$ cat config.mk
export PLATFORM = sky130hd
export DESIGN_NAME = wav_header_parser_core_flat
export DESIGN_NICKNAME = d
export VERILOG_FILES = /design/src/hw/rtl/whp_pkg.sv /design/src/hw/rtl/whp_if.sv /design/src/hw/rtl/wav_header_parser_core.sv /design/src/flat_wrapper.sv
export SDC_FILE = /design/constraint.sdc
export NUM_CORES = 1
export LEC_CHECK = 0
export ABC_AREA = 0
export BUFFER_PORTS_ARGS = -buffer_cell sky130_fd_sc_hd__buf_2
export CORE_MARGIN = 8
export CORE_UTILIZATION = 30
export CTS_CLUSTER_SIZE = 30
export DETAILED_ROUTE_END_ITERATION = 8
export PLACE_DENSITY_LB_ADDON = 0.2
export SETUP_SLACK_MARGIN = 0.02
export SLEW_MARGIN = 15
export SYNTH_ARGS = -nofsm -noshare
export SYNTH_HDL_FRONTEND = slang
export SYNTH_SLANG_ARGS = --single-unit
$ cat constraint.sdc
create_clock -name clk_i -period 8.1 [get_ports clk_i]
set_input_delay 1.62 -clock clk_i [delete_from_list [all_inputs] [get_ports clk_i]]
set_output_delay 1.62 -clock clk_i [all_outputs]
set_load 0.03 [all_outputs]
$ cat src/hw/rtl/whp_pkg.sv
// Package for the WAV header parser: phase and status codes, chunk tags.
`timescale 1ns / 1ps

package whp_pkg;

  // Four-character tags as they stand in the little-endian byte shift register
  localparam logic [31:0] TAG_RIFF = 32'h4646_4952;
  localparam logic [31:0] TAG_WAVE = 32'h4556_4157;
  localparam logic [31:0] TAG_FMT  = 32'h2074_6D66;
  localparam logic [31:0] TAG_FACT = 32'h7463_6166;
  localparam logic [31:0] TAG_LIST = 32'h5453_494C;
  localparam logic [31:0] TAG_BEXT = 32'h7478_6562;
  localparam logic [31:0] TAG_JUNK = 32'h4B4E_554A;
  localparam logic [31:0] TAG_DATA = 32'h6174_6164;
  localparam logic [15:0] ENC_PCM  = 16'h0001;

  localparam logic [31:0] FMT_BODY_LEN = 32'd16;

  typedef enum logic [2:0] {
    PH_FILEHDR,
    PH_CHUNKHDR,
    PH_SKIP,
    PH_FMT,
    PH_PAYLOAD,
    PH_TRAIL,
    PH_HALT
  } phase_e;

  typedef enum logic [3:0] {
    ST_HEADER   = 4'd0,
    ST_DONE     = 4'd1,
    ST_PAYLOAD  = 4'd2,
    ST_TRAIL    = 4'd3,
    ST_NORIFF   = 4'd4,
    ST_NOWAVE   = 4'd5,
    ST_NOFMT    = 4'd6,
    ST_FMTSHORT = 4'd7,
    ST_NOTPCM   = 4'd8,
    ST_BADBITS  = 4'd9,
    ST_NODATA   = 4'd10,
    ST_HALTED   = 4'd11
  } status_e;

  function automatic logic is_skippable(input logic [31:0] tag);
    return (tag == TAG_FACT) || (tag == TAG_LIST) || (tag == TAG_BEXT) || (tag == TAG_JUNK);
  endfunction

endpackage

$ cat src/hw/rtl/whp_if.sv
// Stream interfaces of the WAV header parser: input bytes and per-byte results.
`timescale 1ns / 1ps

interface whp_in_if;
  logic       valid;
  logic       ready;
  logic [7:0] data_byte;
  logic       first_byte;

  modport source (output valid, output data_byte, output first_byte, input ready);
  modport sink (input valid, input data_byte, input first_byte, output ready);
endinterface

interface whp_out_if;
  logic        valid;
  logic        ready;
  logic [3:0]  status;
  logic [7:0]  payload_byte;
  logic        last_payload;
  logic [15:0] channel_count;
  logic [31:0] sample_rate;
  logic        sample_format;
  logic [31:0] data_length;

  modport source (
    output valid, output status, output payload_byte, output last_payload,
    output channel_count, output sample_rate, output sample_format,
    output data_length, input ready
  );
  modport sink (
    input valid, input status, input payload_byte, input last_payload,
    input channel_count, input sample_rate, input sample_format,
    input data_length, output ready
  );
endinterface

$ cat src/hw/rtl/wav_header_parser_core.sv
// WAV header parser top level: byte-stream RIFF/WAVE PCM header parser.
`timescale 1ns / 1ps

// Streaming RIFF/WAVE parser. Feed the file one byte per transaction on in_i,
// with first_byte set on the first byte of each file; every input byte yields
// exactly one result transaction on out_o. The parser checks the RIFF and WAVE
// tags, skips fact/LIST/bext/JUNK chunks by their size, reads the 16-byte fmt
// body (PCM, 8 or 16 bits only), then finds the data chunk and passes its bytes
// through with status payload, flagging the final one. Anything after the data
// chunk is reported as trailing; the first error gets its own code and every
// later byte reads halted until first_byte restarts the parser. Throughput is
// one byte per clock while out_o is ready. An accepted byte waits in the input
// register while the parse state (32-bit counter, shift register and fmt
// fields) is updated and the result is formed, then moves on into the result
// register, from which its result is offered on out_o until it is taken.
// Both registers advance together whenever the result register is empty or
// being taken, so a stalled sink holds at most one byte in each.

module wav_header_parser_core
  import whp_pkg::*;
(
  input  logic       clk_i,
  input  logic       rst_ni,
  whp_in_if.sink     in_i,
  whp_out_if.source  out_o
);

  // Pipeline control
  logic advance;    // result register free to load
  logic step;       // input register holds a byte that moves on this cycle

  // Input register
  logic       in_valid_q;
  logic [7:0] in_byte_q;
  logic       in_first_q;

  // Parse state
  phase_e      phase_q, phase_d;
  logic [31:0] count_q, count_d;
  logic [31:0] shift_q, shift_d;
  logic [31:0] tag_q, tag_d;
  logic [31:0] clen_q, clen_d;
  logic [15:0] enc_q, enc_d;
  logic [15:0] chans_q, chans_d;
  logic [31:0] rate_q, rate_d;
  logic [15:0] bits_q, bits_d;
  logic [31:0] left_q, left_d;
  logic        seek_data_q, seek_data_d;
  logic        len_known_q, len_known_d;

  // Result
  status_e    status_d;
  logic [7:0] pay_d;
  logic       last_d;

  logic        out_valid_q;
  logic [3:0]  status_q;
  logic [7:0]  pay_q;
  logic        last_q;
  logic [15:0] out_chans_q;
  logic [31:0] out_rate_q;
  logic        out_fmt_q;
  logic [31:0] out_len_q;

  assign advance    = !out_valid_q || out_o.ready;
  assign step       = in_valid_q && advance;
  assign in_i.ready = !in_valid_q || advance;

  // Input register
  always_ff @(posedge clk_i or negedge rst_ni) begin
    if (!rst_ni) begin
      in_valid_q <= 1'b0;
    end else if (in_i.ready) begin
      in_valid_q <= in_i.valid;
    end
  end

  always_ff @(posedge clk_i) begin
    if (in_i.ready && in_i.valid) begin
      in_byte_q  <= in_i.data_byte;
      in_first_q <= in_i.first_byte;
    end
  end

  // Parse step. A first byte restarts from reset values before it is parsed.
  always_comb begin
    phase_d     = phase_q;
    count_d     = count_q;
    shift_d     = shift_q;
    tag_d       = tag_q;
    clen_d      = clen_q;
    enc_d       = enc_q;
    chans_d     = chans_q;
    rate_d      = rate_q;
    bits_d      = bits_q;
    left_d      = left_q;
    seek_data_d = seek_data_q;
    len_known_d = len_known_q;
    status_d    = ST_HEADER;
    pay_d       = 8'd0;
    last_d      = 1'b0;

    if (in_first_q) begin
      phase_d     = PH_FILEHDR;
      count_d     = '0;
      shift_d     = '0;
      tag_d       = '0;
      clen_d      = '0;
      enc_d       = '0;
      chans_d     = '0;
      rate_d      = '0;
      bits_d      = '0;
      left_d      = '0;
      seek_data_d = 1'b0;
      len_known_d = 1'b0;
    end

    shift_d = {in_byte_q, shift_d[31:8]};

    case (phase_d)
      PH_FILEHDR: begin
        if (count_d == 32'd3 && shift_d != TAG_RIFF) begin
          status_d = ST_NORIFF;
          phase_d  = PH_HALT;
        end else if (count_d == 32'd11) begin
          if (shift_d != TAG_WAVE) begin
            status_d = ST_NOWAVE;
            phase_d  = PH_HALT;
          end else begin
            phase_d = PH_CHUNKHDR;
            count_d = '0;
          end
        end else begin
          count_d = count_d + 32'd1;
        end
      end

      PH_CHUNKHDR: begin
        if (count_d == 32'd3) begin
          tag_d   = shift_d;
          count_d = count_d + 32'd1;
        end else if (count_d == 32'd7) begin
          clen_d = shift_d;
          if (tag_d == (seek_data_d ? TAG_DATA : TAG_FMT)) begin
            if (clen_d == 32'd0) begin
              status_d = seek_data_d ? ST_NODATA : ST_NOFMT;
              phase_d  = PH_HALT;
            end else if (!seek_data_d) begin
              if (clen_d < FMT_BODY_LEN) begin
                status_d = ST_FMTSHORT;
                phase_d  = PH_HALT;
              end else begin
                phase_d = PH_FMT;
                count_d = '0;
              end
            end else begin
              left_d      = clen_d;
              len_known_d = 1'b1;
              phase_d     = PH_PAYLOAD;
              status_d    = ST_DONE;
            end
          end else if (is_skippable(tag_d)) begin
            if (clen_d == 32'd0) begin
              phase_d = PH_CHUNKHDR;
              count_d = '0;
            end else begin
              phase_d = PH_SKIP;
              count_d = clen_d;
            end
          end else begin
            status_d = seek_data_d ? ST_NODATA : ST_NOFMT;
            phase_d  = PH_HALT;
          end
        end else begin
          count_d = count_d + 32'd1;
        end
      end

      PH_SKIP: begin
        count_d = count_d - 32'd1;
        if (count_d == 32'd0) begin
          phase_d = PH_CHUNKHDR;
        end
      end

      PH_FMT: begin
        // fmt body: encoding, channels, rate, byte rate, align, bits
        if (count_d == 32'd1) begin
          enc_d = shift_d[31:16];
        end else if (count_d == 32'd3) begin
          chans_d = shift_d[31:16];
        end else if (count_d == 32'd7) begin
          rate_d = shift_d;
        end
        if (count_d == 32'd15) begin
          bits_d      = shift_d[31:16];
          seek_data_d = 1'b1;
          if (enc_d != ENC_PCM) begin
            status_d = ST_NOTPCM;
            phase_d  = PH_HALT;
          end else if (bits_d != 16'd8 && bits_d != 16'd16) begin
            status_d = ST_BADBITS;
            phase_d  = PH_HALT;
          end else if (clen_d > FMT_BODY_LEN) begin
            phase_d = PH_SKIP;
            count_d = clen_d - FMT_BODY_LEN;
          end else begin
            phase_d = PH_CHUNKHDR;
            count_d = '0;
          end
        end else begin
          count_d = count_d + 32'd1;
        end
      end

      PH_PAYLOAD: begin
        status_d = ST_PAYLOAD;
        pay_d    = in_byte_q;
        left_d   = left_d - 32'd1;
        if (left_d == 32'd0) begin
          last_d  = 1'b1;
          phase_d = PH_TRAIL;
        end
      end

      PH_TRAIL: begin
        status_d = ST_TRAIL;
      end

      default: begin
        status_d = ST_HALTED;
      end
    endcase
  end

  always_ff @(posedge clk_i or negedge rst_ni) begin
    if (!rst_ni) begin
      phase_q     <= PH_FILEHDR;
      count_q     <= '0;
      shift_q     <= '0;
      tag_q       <= '0;
      clen_q      <= '0;
      enc_q       <= '0;
      chans_q     <= '0;
      rate_q      <= '0;
      bits_q      <= '0;
      left_q      <= '0;
      seek_data_q <= 1'b0;
      len_known_q <= 1'b0;
    end else if (step) begin
      phase_q     <= phase_d;
      count_q     <= count_d;
      shift_q     <= shift_d;
      tag_q       <= tag_d;
      clen_q      <= clen_d;
      enc_q       <= enc_d;
      chans_q     <= chans_d;
      rate_q      <= rate_d;
      bits_q      <= bits_d;
      left_q      <= left_d;
      seek_data_q <= seek_data_d;
      len_known_q <= len_known_d;
    end
  end

  // Result register
  always_ff @(posedge clk_i or negedge rst_ni) begin
    if (!rst_ni) begin
      out_valid_q <= 1'b0;
    end else if (advance) begin
      out_valid_q <= in_valid_q;
    end
  end

  always_ff @(posedge clk_i) begin
    if (step) begin
      status_q    <= status_d;
      pay_q       <= pay_d;
      last_q      <= last_d;
      out_chans_q <= chans_d;
      out_rate_q  <= rate_d;
      out_fmt_q   <= (bits_d == 16'd16);
      out_len_q   <= len_known_d ? clen_d : 32'd0;
    end
  end

  assign out_o.valid         = out_valid_q;
  assign out_o.status        = status_q;
  assign out_o.payload_byte  = pay_q;
  assign out_o.last_payload  = last_q;
  assign out_o.channel_count = out_chans_q;
  assign out_o.sample_rate   = out_rate_q;
  assign out_o.sample_format = out_fmt_q;
  assign out_o.data_length   = out_len_q;

  // Checks

  // The last_payload flag is only ever set on a payload transaction
  a_last_is_payload: assert property (@(posedge clk_i) disable iff (!rst_ni)
    out_valid_q && last_q |-> status_q == ST_PAYLOAD)
    else $error("last_payload outside payload");

  // Non-zero payload data only with payload status
  a_pay_zero: assert property (@(posedge clk_i) disable iff (!rst_ni)
    out_valid_q && pay_q != 8'd0 |-> status_q == ST_PAYLOAD)
    else $error("payload byte set outside payload");

  // Any error status parks the parser in halt
  a_error_halts: assert property (@(posedge clk_i) disable iff (!rst_ni)
    step && (status_d == ST_NORIFF || status_d == ST_NOWAVE || status_d == ST_NOFMT ||
             status_d == ST_FMTSHORT || status_d == ST_NOTPCM ||
             status_d == ST_BADBITS || status_d == ST_NODATA)
    |=> phase_q == PH_HALT)
    else $error("error did not halt parser");

  // An empty result register never blocks the input side
  a_ready_when_empty: assert property (@(posedge clk_i) disable iff (!rst_ni)
    !out_valid_q |-> in_i.ready)
    else $error("input stalled with empty result register");

  // Header done carries a non-zero data length
  a_done_len: assert property (@(posedge clk_i) disable iff (!rst_ni)
    out_valid_q && status_q == ST_DONE |-> out_len_q != 32'd0)
    else $error("header done with zero data length");

endmodule
$ cat src/flat_wrapper.sv
// flat-port wrapper written by rule: the top's interface ports become plain ports
module wav_header_parser_core_flat import whp_pkg::*;
  (clk_i, rst_ni, in_i_valid, in_i_data_byte, in_i_first_byte, in_i_ready, out_o_valid, out_o_status, out_o_payload_byte, out_o_last_payload, out_o_channel_count, out_o_sample_rate, out_o_sample_format, out_o_data_length, out_o_ready);
  whp_in_if in_i_i ();
  whp_out_if out_o_i ();
  input  logic clk_i;
  input  logic rst_ni;
  input wire logic [$bits(in_i_i.valid)-1:0] in_i_valid;
  input wire logic [$bits(in_i_i.data_byte)-1:0] in_i_data_byte;
  input wire logic [$bits(in_i_i.first_byte)-1:0] in_i_first_byte;
  output wire logic [$bits(in_i_i.ready)-1:0] in_i_ready;
  output wire logic [$bits(out_o_i.valid)-1:0] out_o_valid;
  output wire logic [$bits(out_o_i.status)-1:0] out_o_status;
  output wire logic [$bits(out_o_i.payload_byte)-1:0] out_o_payload_byte;
  output wire logic [$bits(out_o_i.last_payload)-1:0] out_o_last_payload;
  output wire logic [$bits(out_o_i.channel_count)-1:0] out_o_channel_count;
  output wire logic [$bits(out_o_i.sample_rate)-1:0] out_o_sample_rate;
  output wire logic [$bits(out_o_i.sample_format)-1:0] out_o_sample_format;
  output wire logic [$bits(out_o_i.data_length)-1:0] out_o_data_length;
  input wire logic [$bits(out_o_i.ready)-1:0] out_o_ready;
  assign in_i_i.valid = in_i_valid;
  assign in_i_i.data_byte = in_i_data_byte;
  assign in_i_i.first_byte = in_i_first_byte;
  assign in_i_ready = in_i_i.ready;
  assign out_o_valid = out_o_i.valid;
  assign out_o_status = out_o_i.status;
  assign out_o_payload_byte = out_o_i.payload_byte;
  assign out_o_last_payload = out_o_i.last_payload;
  assign out_o_channel_count = out_o_i.channel_count;
  assign out_o_sample_rate = out_o_i.sample_rate;
  assign out_o_sample_format = out_o_i.sample_format;
  assign out_o_data_length = out_o_i.data_length;
  assign out_o_i.ready = out_o_ready;
  wav_header_parser_core u_core (.clk_i(clk_i), .rst_ni(rst_ni), .in_i(in_i_i), .out_o(out_o_i));
endmodule
==> flow_summary.json, run 1 <==
{
  "clk_latency_ns": 0.58,
  "syn-num-nets": 2431,
  "grt_max_degree": 145,
  "ys.flop_type": "dfrtp_1",
  "final_antenna_net_count": 0,
  "p_per_area_nw_per_um2": 273,
  "worstPathRequired_ns": 8.61,
  "setup_viol": 0,
  "grt-ovfl-total": 0,
  "finalSetupTns_ns": 0,
  "met3_length_um": 7360,
  "rsz0062_at_grt": "false",
  "syn2layout_area_growth_pct": 13.6,
  "ys_ff_latch": 342,
  "post-route-period-util": 0.601,
  "leakage_nw": 9.43,
  "status": "complete, no violations",
  "path_class": "flip-flop to flip-flop",
  "grt_pass1_vias": 19000,
  "start_util": 0.303,
  "vias": 19900,
  "crit_buf_inv": 1,
  "die_h_um": 280,
  "drv_slew": 0,
  "syn_area_per_cell_um2": 8.65,
  "max_stage_delay_ns": 0.93,
  "grt_pass1_wl_um": 129000,
  "firstDrtPassIters": 6,
  "h-tree-depth": 2,
  "route.detailed.drc": 0,
  "io_pins": 109,
  "max_freq_mhz": 206,
  "wire_per_inst_um": 25.5,
  "drive_gt1_frac": 0.138,
  "pre_cts_slack_ns": 3.34,
  "cts_tree": "built",
  "relSlewSlack": 0.203,
  "hold_buffers": 0,
  "hold_slack_ns": 0.464,
  "post_cts_buffers": 0,
  "antenna_found_initial": 2,
  "nFillCells": 7169,
  "crit_path_frequent_cell": "nand2_1",
  "die_area_um2": 78200,
  "cp_top_family": "simple AND/OR/NAND/NOR gates",
  "total_power_mw": 6.48,
  "cts_sinks": 342,
  "core.rowCount": 96,
  "fin_crit_ns": 4.86,
  "multi_input_area_um2": 10900,
  "cp_slowest_cell": "edfxtp_1",
  "via_per_inst": 5.89,
  "worstSetupStartpointType": "flip-flop",
  "min_path_type": "flip-flop to flip-flop",
  "path_clk_slew_ns": 0.06,
  "wl_met1_um": 37900,
  "hold_viol_final": 0,
  "cts_root_buffer": "clkbuf_16",
  "place_hpwl_um": 56700,
  "cts-buffers-inserted": 40,
  "ys_seq_area_frac": 0.435,
  "critical_path.cell_chain": "clkinv_2 -> nand2_1 -> ha_1 -> or3b_2 -> o41ai_1 -> nand2_1 -> xnor2_1 -> nor4_1 -> nand2_1 -> nor4_1 -> a211o_1",
  "routed_wl_um": 86300,
  "worst_ir_drop_vdd_mv": 0.155,
  "top_layer": "met5",
  "synth.distinct_cells": 94,
  "io_buffers": 108,
  "gr-usage-all-layers": 0.213,
  "fin_skew_ns": 0.0251,
  "wl_met2_um": 38200,
  "chipWidth_um": 280,
  "cp.arrival_ns": 5.37,
  "cap_violations": 0,
  "syn_area_um2": 20800,
  "place.gp.congestion": 0.937,
  "clk_path_buf_depth": 3,
  "drtIter0Drc": 2347,
  "synth_edf_count": 103,
  "endpoint_kind": "flip-flop",
  "final_area_um2": 23700,
  "area.sequential_um2": 9070,
  "cts_resized": 0,
  "place_area_um2": 22300,
  "cp_max_fo": 22,
  "final_nets": 2443,
  "synthCells": 2411,
  "ys_async_sr_fraction": 0.699,
  "yosysWarningCount": 0,
  "design.core.area_um2": 68700,
  "worst_slew_pin_slew_ns": 1.18,
  "layout_setup_ws_ns": 3.24
}
[path summary, 6_finish.rpt]
kind                                                     start  slack (ns)                              to  cells past startpoint
worst max-delay path               u_core.in_first_q$_DFFE_PP_        3.24   u_core.phase_q[0]$_DFFE_PN0P_                     11
worst min-delay path            u_core.chans_q[10]$_DFFE_PN0P_        0.46  u_core.chans_q[10]$_DFFE_PN0P_                      2
worst max register to register     u_core.in_first_q$_DFFE_PP_        3.24   u_core.phase_q[0]$_DFFE_PN0P_                     11
worst min register to register  u_core.chans_q[10]$_DFFE_PN0P_        0.46  u_core.chans_q[10]$_DFFE_PN0P_                      2
max in group asynchronous                               rst_ni        5.59  u_core.count_q[22]$_DFFE_PN0P_                      2
min in group asynchronous                               rst_ni        1.07  u_core.chans_q[11]$_DFFE_PN0P_                      1
[power by group]
group | total, mW | internal, mW | switching, mW
clock | 1.89 | 1.09 | 0.807
sequential | 2.51 | 2.02 | 0.486
combinational | 2.07 | 0.722 | 1.35
[worst min-delay path, stage by stage (launching register included)]
cell	delay [ns]
dfrtp_1	0.33
nand2_1	0.05
nand2_1	0.05
[cells by family (layout without fill, tap and decap cells)]
kind of cell,after synthesis,in the layout,share of synthesized area
mux,77,77,0.0396
compound gates,692,692,0.213
other cells,0,1,0
flops,342,342,0.435
simple gates,1002,1002,0.239
buf+inv,236,279,0.0459
xor+xnor,55,55,0.0231
fa+ha+maj,7,7,0.00420
[layer usage]
layer,up-vias,GRT usage
met5,-,0
met4,2,0.0686
met3,167,0.0414
met2,960,0.328
met1,9933,0.298
li1,8871,-
[stage by stage]
step | util | std cells
2_1_floorplan | - | 2411
3_3_place_gp | 0.325 | 3311
3_5_place_dp | 0.325 | 3311
4_1_cts | 0.344 | 3384
5_1_grt | 0.345 | 3385
6_report | 0.345 | 3386
[cells in the mapped netlist, types with 7 or more instances]
| master | number | area, µm² |
|---|---|---|
| nand2_1 | 403 | 1510 |
| o21ai_0 | 196 | 981 |
| o211ai_1 | 16 | 120 |
| a2111oi_0 | 8 | 70.1 |
| o22ai_1 | 16 | 100 |
| o221ai_1 | 10 | 87.6 |
| nor2b_1 | 26 | 163 |
| nand2b_1 | 11 | 68.8 |
| mux2_2 | 43 | 484 |
| ha_1 | 7 | 87.6 |
| edfxtp_1 | 103 | 3090 |
| mux2i_1 | 34 | 340 |
| clkbuf_1 | 153 | 574 |
| xnor2_1 | 35 | 307 |
| a21o_1 | 19 | 143 |
| buf_1 | 14 | 52.6 |
| nand4_1 | 35 | 219 |
| nor3_1 | 71 | 355 |
| a21oi_1 | 175 | 876 |
| buf_2 | 36 | 180 |
| dfrtp_1 | 239 | 5980 |
| inv_1 | 27 | 101 |
| a31oi_1 | 18 | 113 |
| or2_2 | 17 | 106 |
| o31ai_1 | 20 | 150 |
| or4_1 | 30 | 225 |
| nor2_1 | 160 | 601 |
| a211oi_1 | 11 | 82.6 |
| and2_1 | 18 | 113 |
| or3_1 | 16 | 100 |
| nor4_1 | 57 | 357 |
| nand3_1 | 68 | 340 |
| a22o_1 | 36 | 315 |
| a22oi_1 | 47 | 353 |
| nor4bb_1 | 9 | 90.1 |
| xor2_1 | 20 | 175 |
| a21boi_0 | 27 | 203 |
| and3_1 | 22 | 138 |
[layout make-up]
class | instances | share of cell area
diodes | 1 | 0.000106
clock buffers | 48 | 0.0457
clock inverters | 25 | 0.0111
inverters | 28 | 0.00470
flip-flops and latches | 342 | 0.383
multi-input cells | 1833 | 0.458
well taps | 931 | 0.0492
repair buffers | 178 | 0.0479
[cells in the final DEF (no fill, tap or decap), types with 46 or more instances in the layout]
cell      synthesis  final
nand3_1          68     68
dfrtp_1         239    239
nand2_1         403    402
o21ai_0         196    196
nor3_1           71     71
edfxtp_1        103    103
a21oi_1         175    174
nor4_1           57     57
buf_2            36    107
buf_4             3     66
nor2_1          160    156
a22oi_1          47     46
[sequential cells by signal (all words and copies together), names as in the netlist, 3 cells and up]
signal,flops
u_core.out_o.status,4
u_core.clen_q,32
u_core.left_q,32
u_core.out_o.sample_rate,32
u_core.chans_q,16
u_core.out_o.channel_count,16
u_core.bits_q,16
u_core.rate_q,32
u_core.tag_q,32
u_core.enc_q,16
u_core.shift_q,24
u_core.in_byte_q,8
u_core.count_q,32
u_core.out_o.data_length,32
u_core.out_o.payload_byte,8
u_core.phase_q,3
No activity file was read; power rests on OpenSTA's default activity.
==> run 2: changes to the inputs <==
Clock period 8.1 ns to 4.9 ns, I/O delays scaled along.
==> run 2 against run 1 <==
Clock-buffer cell count is 11 higher. Die area stayed put. Critical endpoint is now u_core.count_q[3]$_DFFE_PN0P_. First-iteration DRC count grew 3.0%.
==> flow_summary.json, run 2 (synthesis gave the netlist of run 1 again) <==
{
  "status": "complete, no violations",
  "finalSetupTns_ns": 0,
  "grt_max_degree": 161,
  "cts_resized": 0,
  "hold-path-endpoint": "u_core.chans_q[9]$_DFFE_PN0P_",
  "io_buffers": 108,
  "layout_setup_ws_ns": 0.318,
  "hold_viol_final": 0,
  "syn2layout_area_growth_pct": 15.0,
  "worstSetupStartpointType": "flip-flop",
  "path_class": "flip-flop to flip-flop",
  "place_area_um2": 22600,
  "path_clk_slew_ns": 0.06,
  "min_path_type": "flip-flop to flip-flop",
  "regToRegStartpoint": "u_core.in_byte_q[4]$_DFFE_PP_",
  "place.gp.congestion": 0.981,
  "wire_per_inst_um": 25.9,
  "io_pins": 109,
  "p_per_area_nw_per_um2": 453,
  "hold_slack_ns": 0.464,
  "grt_most_used_layer": "met2",
  "grt_pass1_wl_um": 132000,
  "grt_pass1_vias": 19200,
  "worst_slew_pin_slew_ns": 1.26,
  "cts-buffers-inserted": 41,
  "fin_skew_ns": 0.0358,
  "via_per_inst": 5.89,
  "fin_crit_ns": 4.58,
  "final_antenna_net_count": 0,
  "final_nets": 2485,
  "total_power_mw": 10.8,
  "max_freq_mhz": 218,
  "clk_path_buf_depth": 3,
  "final_cell_mix": "nand2_1 (402), dfrtp_1 (239), o21ai_0 (196), a21oi_1 (174), nor2_1 (157)",
  "h-tree-depth": 2,
  "setup_viol": 0,
  "worst_ir_drop_vdd_mv": 0.257,
  "drive_gt1_frac": 0.150,
  "relSlewSlack": 0.151,
  "die_area_um2": 78200,
  "vias": 20200,
  "grt_util_met3": 0.0457,
  "clk_latency_ns": 0.59,
  "drv_slew": 0,
  "cap_violations": 0,
  "post_cts_buffers": 0,
  "cts_root_buffer": "clkbuf_16",
  "post-route-period-util": 0.935,
  "place_hpwl_um": 59500,
  "cp_max_fo": 9,
  "worstHoldStart": "u_core.chans_q[9]$_DFFE_PN0P_",
  "final_common_cell": "nand2_1",
  "gr-usage-all-layers": 0.219,
  "route.detailed.drc": 0,
  "pre_cts_slack_ns": 0.458,
  "rsz0062_at_grt": "false",
  "drtIter0Drc": 2418,
  "cts_sinks": 342,
  "grt.met2_usage": 0.335,
  "core.rowCount": 96,
  "grt_use_met1": 0.307,
  "cp.arrival_ns": 5.08,
  "r2r_slack_ns": 0.32,
  "hold_buffers": 0,
  "firstDrtPassIters": 8,
  "reg2reg_depth": 9,
  "die_h_um": 280,
  "start_util": 0.303,
  "worstPathRequired_ns": 5.40,
  "grt-ovfl-total": 0,
  "whs_path_depth": 2,
  "leakage_nw": 9.63,
  "antenna_found_initial": 5,
  "cts_tree": "built",
  "design.core.area_um2": 68700,
  "r2r-end": "u_core.count_q[3]$_DFFE_PN0P_",
  "chipWidth_um": 280,
  "routed_wl_um": 88700,
  "final_area_um2": 24000,
  "endpoint_kind": "flip-flop"
}
run 2: worst max path at each step:
stage	start	end	slack, ns	cells past startpoint
5_1_grt	u_core.in_byte_q[4]$_DFFE_PP_	u_core.count_q[3]$_DFFE_PN0P_	0.25	9
3_3_place_gp	u_core.in_byte_q[4]$_DFFE_PP_	u_core.count_q[2]$_DFFE_PN0P_	0.36	9
4_1_cts	u_core.in_byte_q[4]$_DFFE_PP_	u_core.count_q[3]$_DFFE_PN0P_	0.43	9
3_5_place_dp	u_core.in_byte_q[4]$_DFFE_PP_	u_core.count_q[2]$_DFFE_PN0P_	0.46	9
2_1_floorplan	out_o_ready	u_core.out_o.channel_count[0]$_DFFE_PP_	0.05	6
6_report	u_core.in_byte_q[4]$_DFFE_PP_	u_core.count_q[3]$_DFFE_PN0P_	0.32	9
run 2: per-stage QoR:
| step | instances | util |
|---|---|---|
| global placement | 3352 | 0.329 |
| finish | 3431 | 0.349 |
| global route | 3430 | 0.349 |
| CTS | 3429 | 0.349 |
| floorplan | 2411 | - |
| detailed placement | 3353 | 0.329 |
run 2: report_power, final:
group / internal (mW) / total (mW) / switching, mW
Clock: 1.79 / 3.12 / 1.32
Combinational: 1.25 / 3.64 / 2.39
Sequential: 3.35 / 4.09 / 0.743
run 2: area by class of cell:
type | count | area (µm²)
fillers | 7172 | 44700
well taps | 931 | 1160
clock inverters | 17 | 218
clock buffers | 59 | 1130
diodes | 2 | 5.00
inverters | 28 | 111
multi-input cells | 1833 | 10800
flip-flops and latches | 342 | 9070
repair buffers | 219 | 1430
run 2: layer usage:
metal / share of wire / wire (µm) / vias up
met5: 0.00037 / 33 / -
met4: 0.033 / 2930 / 4
met3: 0.077 / 6820 / 167
met2: 0.44 / 38900 / 971
met1: 0.45 / 40000 / 10100
li1: - / - / 8981
run 2: critical path, stage by stage (launching register included):
cell	delay, ns
edfxtp_1	0.35
buf_4	0.21
nor4_1	0.99
o211ai_1	0.74
a211o_1	0.49
and3_2	0.25
nor3_2	0.88
a211oi_1	0.27
o211ai_1	0.18
a21o_1	0.14
